[config.mk]
export PLATFORM = sky130hd
export DESIGN_NAME = stable_priority_queue_core
export DESIGN_NICKNAME = d
export VERILOG_FILES = /design/src/design/spq_pkg.sv /design/src/design/stable_priority_queue_core.sv /design/src/design/spq_cell.sv
export SDC_FILE = /design/constraint.sdc
export NUM_CORES = 2
export LEC_CHECK = 0
export BUFFER_PORTS_ARGS = -buffer_cell sky130_fd_sc_hd__buf_4
export CORE_MARGIN = 2
export CORE_UTILIZATION = 44
export CTS_CLUSTER_SIZE = 10
export DETAILED_ROUTE_END_ITERATION = 7
export PLACE_DENSITY = 0.64
export SYNTH_ARGS = -nofsm -noshare
export SYNTH_HDL_FRONTEND = slang
export SYNTH_SLANG_ARGS = --single-unit
[constraint.sdc]
create_clock -name clk -period 9.95 [get_ports clk]
set_clock_uncertainty 0.15 [all_clocks]
set_input_delay 1.99 -clock clk [delete_from_list [all_inputs] [get_ports clk]]
set_output_delay 1.99 -clock clk [all_outputs]
set_load 0.1 [all_outputs]
[src/design/spq_pkg.sv]
// Shared types for the stable priority queue: request and response
// transactions, opcode and status codes, and the cell control group.
// No dependencies.
package spq_pkg;

    typedef enum logic [1:0] {
        OP_INSERT = 2'd0,
        OP_REMOVE = 2'd1,
        OP_PEEK   = 2'd2
    } opcode_t;

    typedef enum logic [1:0] {
        ST_OK    = 2'd0,
        ST_EMPTY = 2'd1,
        ST_FULL  = 2'd2
    } status_t;

    typedef struct packed {
        logic [1:0]         opcode;
        logic [31:0]        entry_tag;
        logic signed [15:0] entry_priority;
    } req_t;

    typedef struct packed {
        logic [1:0]         status;
        logic [31:0]        head_tag;
        logic signed [15:0] head_priority;
        logic [4:0]         entry_count;
    } rsp_t;

    // Per-cycle command broadcast to every cell of the chain
    typedef struct packed {
        logic insert;
        logic remove;
    } cell_ctl_t;

endpackage

[src/design/stable_priority_queue_core.sv]
// Stable bounded priority queue built as a chain of sorting cells.
// Depends on spq_pkg and spq_cell.
//
// Channel   Valid      Stall      Payload   Direction
// request   req_valid  req_stall  req       in   (opcode, tag, priority)
// response  rsp_valid  rsp_stall  rsp       out  (status, head, count)
//
// One transaction per cycle unless a stalled response blocks it: the whole
// chain compares the new priority in parallel and shifts in the accept
// cycle; the response appears the next cycle from the output register.
// Reset clears the entry count and the response valid; slot contents are
// not reset. A stalled response holds and blocks only the next request.
module stable_priority_queue_core
    import spq_pkg::*;
#(
    parameter int QUEUE_DEPTH = 16,
    parameter int TAG_BITS    = 32
)
(
    input  logic clk,
    input  logic rst_n,
    input  logic req_valid,
    output logic req_stall,
    input  req_t req,
    output logic rsp_valid,
    input  logic rsp_stall,
    output rsp_t rsp
);

    localparam int CW = $clog2(QUEUE_DEPTH + 1);

    logic [CW-1:0]       count_reg;
    logic [CW-1:0]       count_next;
    logic                rsp_valid_reg;
    rsp_t                rsp_reg;
    rsp_t                rsp_next;
    cell_ctl_t           ctl;
    logic                accept;
    logic [TAG_BITS+31:0] new_tag_ext;
    logic [TAG_BITS-1:0] new_tag;
    logic [TAG_BITS+31:0] head_tag_ext;
    logic [CW+4:0]       count_ext;

    logic signed [15:0]  prio_w   [QUEUE_DEPTH];
    logic [TAG_BITS-1:0] tag_w    [QUEUE_DEPTH];
    logic                before_w [QUEUE_DEPTH];

    assign req_stall = rsp_valid_reg && rsp_stall;
    assign accept    = req_valid && !req_stall;

    assign new_tag_ext  = {{TAG_BITS{1'b0}}, req.entry_tag};
    assign new_tag      = new_tag_ext[TAG_BITS-1:0];
    assign head_tag_ext = {32'd0, tag_w[0]};
    assign count_ext    = {5'd0, count_next};

    genvar i;
    generate
        for (i = 0; i < QUEUE_DEPTH; i++)
        begin : g_cell
            logic                occ;
            logic                lb;
            logic signed [15:0]  lp;
            logic [TAG_BITS-1:0] lt;
            logic signed [15:0]  rp;
            logic [TAG_BITS-1:0] rt;

            assign occ = count_reg > CW'(i);

            if (i == 0)
            begin : g_head
                assign lb = 1'b0;
                assign lp = req.entry_priority;
                assign lt = new_tag;
            end
            else
            begin : g_mid
                assign lb = before_w[i-1];
                assign lp = prio_w[i-1];
                assign lt = tag_w[i-1];
            end

            if (i == QUEUE_DEPTH - 1)
            begin : g_tail
                assign rp = prio_w[i];
                assign rt = tag_w[i];
            end
            else
            begin : g_body
                assign rp = prio_w[i+1];
                assign rt = tag_w[i+1];
            end

            spq_cell #(
                .TAG_BITS (TAG_BITS)
            ) u_cell (
                .clk            (clk),
                .ctl            (ctl),
                .new_priority   (req.entry_priority),
                .new_tag        (new_tag),
                .occupied       (occ),
                .left_before    (lb),
                .left_priority  (lp),
                .left_tag       (lt),
                .right_priority (rp),
                .right_tag      (rt),
                .priority_out   (prio_w[i]),
                .tag_out        (tag_w[i]),
                .ahead          (before_w[i])
            );
        end
    endgenerate

    // Decode the request, steer the chain and build the response
    always_comb
    begin
        ctl                    = '0;
        count_next             = count_reg;
        rsp_next               = '0;
        rsp_next.status        = ST_OK;
        if (accept)
        begin
            case (req.opcode)
                OP_INSERT:
                begin
                    if (count_reg == CW'(QUEUE_DEPTH))
                    begin
                        rsp_next.status = ST_FULL;
                    end
                    else
                    begin
                        ctl.insert = 1'b1;
                        count_next = count_reg + CW'(1);
                    end
                end
                OP_REMOVE, OP_PEEK:
                begin
                    if (count_reg == '0)
                    begin
                        rsp_next.status = ST_EMPTY;
                    end
                    else
                    begin
                        rsp_next.head_tag      = head_tag_ext[31:0];
                        rsp_next.head_priority = prio_w[0];
                        if (req.opcode == OP_REMOVE)
                        begin
                            ctl.remove = 1'b1;
                            count_next = count_reg - CW'(1);
                        end
                    end
                end
                default:
                begin
                    rsp_next.status = ST_OK;
                end
            endcase
        end
        rsp_next.entry_count = count_ext[4:0];
    end

    always_ff @(posedge clk or negedge rst_n)
    begin
        if (!rst_n)
        begin
            count_reg     <= '0;
            rsp_valid_reg <= 1'b0;
        end
        else
        begin
            count_reg <= count_next;
            if (accept)
            begin
                rsp_valid_reg <= 1'b1;
            end
            else if (!rsp_stall)
            begin
                rsp_valid_reg <= 1'b0;
            end
        end
    end

    // Hold the response until taken
    always_ff @(posedge clk)
    begin
        if (accept)
        begin
            rsp_reg <= rsp_next;
        end
    end

    assign rsp_valid = rsp_valid_reg;
    assign rsp       = rsp_reg;

endmodule

[src/design/spq_cell.sv]
// One slot of the sorted chain: holds a priority and a tag, and on each
// command either keeps them, shifts from a neighbour or takes the new entry.
// Depends on spq_pkg.
module spq_cell
    import spq_pkg::*;
#(
    parameter int TAG_BITS = 32
)
(
    input  logic                clk,
    input  cell_ctl_t           ctl,
    input  logic signed [15:0]  new_priority,
    input  logic [TAG_BITS-1:0] new_tag,
    input  logic                occupied,
    input  logic                left_before,
    input  logic signed [15:0]  left_priority,
    input  logic [TAG_BITS-1:0] left_tag,
    input  logic signed [15:0]  right_priority,
    input  logic [TAG_BITS-1:0] right_tag,
    output logic signed [15:0]  priority_out,
    output logic [TAG_BITS-1:0] tag_out,
    output logic                ahead
);

    logic signed [15:0]  priority_reg;
    logic signed [15:0]  priority_next;
    logic [TAG_BITS-1:0] tag_reg;
    logic [TAG_BITS-1:0] tag_next;

    // New entry goes ahead of this slot only on strictly greater priority,
    // so equal priorities keep arrival order.
    assign ahead = !occupied || (new_priority > priority_reg);

    always_comb
    begin
        priority_next = priority_reg;
        tag_next      = tag_reg;
        if (ctl.insert && ahead)
        begin
            if (left_before)
            begin
                priority_next = left_priority;
                tag_next      = left_tag;
            end
            else
            begin
                priority_next = new_priority;
                tag_next      = new_tag;
            end
        end
        else if (ctl.remove)
        begin
            priority_next = right_priority;
            tag_next      = right_tag;
        end
    end

    always_ff @(posedge clk)
    begin
        priority_reg <= priority_next;
        tag_reg      <= tag_next;
    end

    assign priority_out = priority_reg;
    assign tag_out      = tag_reg;

endmodule
==> flow_summary.ini <==
[run_status]
status = finished, final reports clean

[sta]
worst_pin_slew_ps = 1250
finalSetupViolCount = 0
fin_crit_sh = 0.667
rsz0062_at_grt = no
hold_violations = 0
fmaxAchievable_ghz = 0.151
max-slew-margin-rel = 0.156
tns_ps = 0
slew_viol_final = 0
min_period_ps = 6640

[floorplanning]
fp.coreArea_um2 = 150000
io_pins = 111
die_w_um = 393
die_area_um2 = 154000
row_count = 142
floorplan.initialDensity = 0.444
die_h_um = 393

[clocking]
cts.path.max_buffers = 3
htree_levels = 3
cts_sinks = 829
cts_made_buffers = 103
tritoncts = yes
cts_setup_buffers = 0
root_buffer = clkbuf_16
clk_latency_ps = 740
ctsHoldBuffers = 0
cts_resized = 0
clkTransAtPathRegs_ps = 50

[route]
num_vias = 57500
viasPerCell = 6.59
wl_per_cell_um = 23.2
drt_iter0_markers = 7860
drt-pass1-iter-count = 6
ant_nets = 0
drt-total-wl_um = 202000
drc = 0

[grt]
grt_pass1_vias = 53000
antenna_found_initial = 2
grt_pass1_wl_um = 315000
grt_max_degree = 156
grtUsageTotal = 0.254
overflow = 0

[logic_synthesis]
synthArstFlopShare = 0.00724
synthFlopType = edfxtp_1
synth_cells = 7190
synth_top_area_share = 0.372
synthTopCellsByArea = edfxtp_1, mux2_2, nand3_1
ys_warn_count = 0
ys_seq_elements = 829
syn_nets = 7508
synth.avg_cell_area_um2 = 9.25
synth.distinct_cells = 79
netlist_area_um2 = 66500
yosys.area.top_type = edfxtp_1
yosysSeqAreaShare = 0.374
synth-edff-count = 823

[critical_path]
worst-setup-path-type = in2reg
worstSetupEndpoint = g_cell[4].u_cell.tag_out[0]$_DFFE_PP_
endpoint_kind = flip-flop
crit_path_start = req[5]
timing.rr.start = g_cell[4].u_cell.priority_out[7]$_DFFE_PP_
crit_arrival_ps = 6820
required_ps = 10130
cp_max_fo = 97
rr_worst_depth = 11
r2r_end = g_cell[4].u_cell.tag_out[0]$_DFFE_PP_
crit_path_start_kind = input port
rrSetupSlack_ps = 4030

[power_and_ir_drop]
ir_worst_vdd_mv = 0.216
power_density_nw_per_um2 = 198
power.total_mw = 14.0
leakagePower_nw = 25.0

[place]
place.gp.congestion = 0.905
place_hpwl_um = 132000
portBuffers = 110

[hold_path]
holdCritPathClass = reg2reg

[final_layout]
area_delta_synth_final_pct = 6.74
nFillCells = 14000
layout_common_cells = nand3_1, edfxtp_1, mux2_2
layout_commonest_cell = nand3_1
final_nets = 6965
largest_register_ff_count = 512
drive_gt1_frac = 0.164

[run]
maxCapViolations = 0
[worst max-delay path, cell delays in order]
cell and delay [ps]:
buf_4 170, ha_1 320, a21oi_1 120, o21ai_0 390
a2bb2oi_4 260, buf_4 460, and3_4 1040, xnor2_1 240
o22ai_4 160, buf_4 560, nand2b_2 980
[logic make-up (layout without fill, tap and decap cells)]
kind of cell    Yosys count  count (layout)  share of synthesized area
compound gates         1460            1460                      0.137
xor+xnor                  6               6                   0.000790
fa+ha+maj               264             264                     0.0497
buf+inv                1141             656                     0.0683
flops                   829             829                      0.374
mux                    1042            1042                      0.170
other cells               0               3                          0
simple gates           2448            2448                      0.200
[cell type report]
class	count	area [um2]	area share
Timing Repair Buffer	233	1760	0.0248
Antenna cell	3	7.51	0.000106
Inverter	260	976	0.0137
Sequential cell	829	24900	0.350
Tap cell	2016	2520	0.0355
Multi-Input combinational cell	5220	37700	0.531
Clock inverter	34	467	0.00657
Clock buffer	129	2680	0.0377
[through the flow]
stage               setup slack (ps)  utilization  cell area [um2]  hold slack (ps)  instances
finish                          3310        0.473            71000              366       8724
global route                    3110        0.473            71000              395       8722
CTS                             3430        0.473            71000              375       8721
detailed placement              2670        0.452            67800              361       8558
global placement                2700        0.452            67800              350       8558
floorplan                        616            -            66500              375       7190
[power breakdown]
part           switching (mW)  internal (mW)  total, mW
Sequential              0.310           4.31       4.62
Combinational            3.80           1.96       5.77
Clock                    1.57           2.07       3.64
[layer usage]
layer	track usage	part of all wire	vias up
met5	0	0	-
met4	0.0668	0.022	0
met3	0.0359	0.085	306
met2	0.383	0.44	2768
met1	0.378	0.45	28100
li1	-	-	26300
[worst min-delay path by stage]
stage	from	end	slack, ps	cells past startpoint
final	rsp_valid$_DFFE_PN0P_	rsp_valid$_DFFE_PN0P_	370	2
after global routing	rsp_valid$_DFFE_PN0P_	rsp_valid$_DFFE_PN0P_	390	2
after CTS	rsp_valid$_DFFE_PN0P_	rsp_valid$_DFFE_PN0P_	380	2
after detailed placement	rsp_valid$_DFFE_PN0P_	rsp_valid$_DFFE_PN0P_	360	2
after global placement	rsp_valid$_DFFE_PN0P_	rsp_valid$_DFFE_PN0P_	350	2
after floorplan	g_cell[15].u_cell.tag_out[0]$_DFFE_PP_	g_cell[14].u_cell.tag_out[0]$_DFFE_PP_	370	1
[Yosys cell counts, drive strengths merged (3+ instances only)]
| master | count |
|---|---|
| nor2 | 103 |
| nor2b | 52 |
| nand2 | 303 |
| o22ai | 8 |
| nor3b | 49 |
| o21a | 10 |
| clkinv | 3 |
| and3 | 203 |
| o31a | 48 |
| clkbuf | 695 |
| nand4b | 47 |
| inv | 257 |
| o21ai | 482 |
| o31ai | 6 |
| nand3 | 994 |
| nand4 | 295 |
| a21o | 25 |
| o2111ai | 96 |
| a21oi | 252 |
| a22oi | 4 |
| nand2b | 166 |
| and2 | 8 |
| ha | 264 |
| o211ai | 30 |
| o21bai | 37 |
| a31oi | 343 |
| a2111o | 38 |
| mux2i | 395 |
| or4 | 10 |
| mux2 | 647 |
| xnor2 | 4 |
| or3 | 22 |
| a211oi | 7 |
| buf | 186 |
| nor3 | 29 |
| a211o | 6 |
| nand3b | 47 |
| a2111oi | 51 |
| or2 | 3 |
| edfxtp | 823 |
| and4 | 11 |
| dfrtp | 6 |
| nor4 | 104 |
Note: power is estimated with default switching activity, not from simulation.
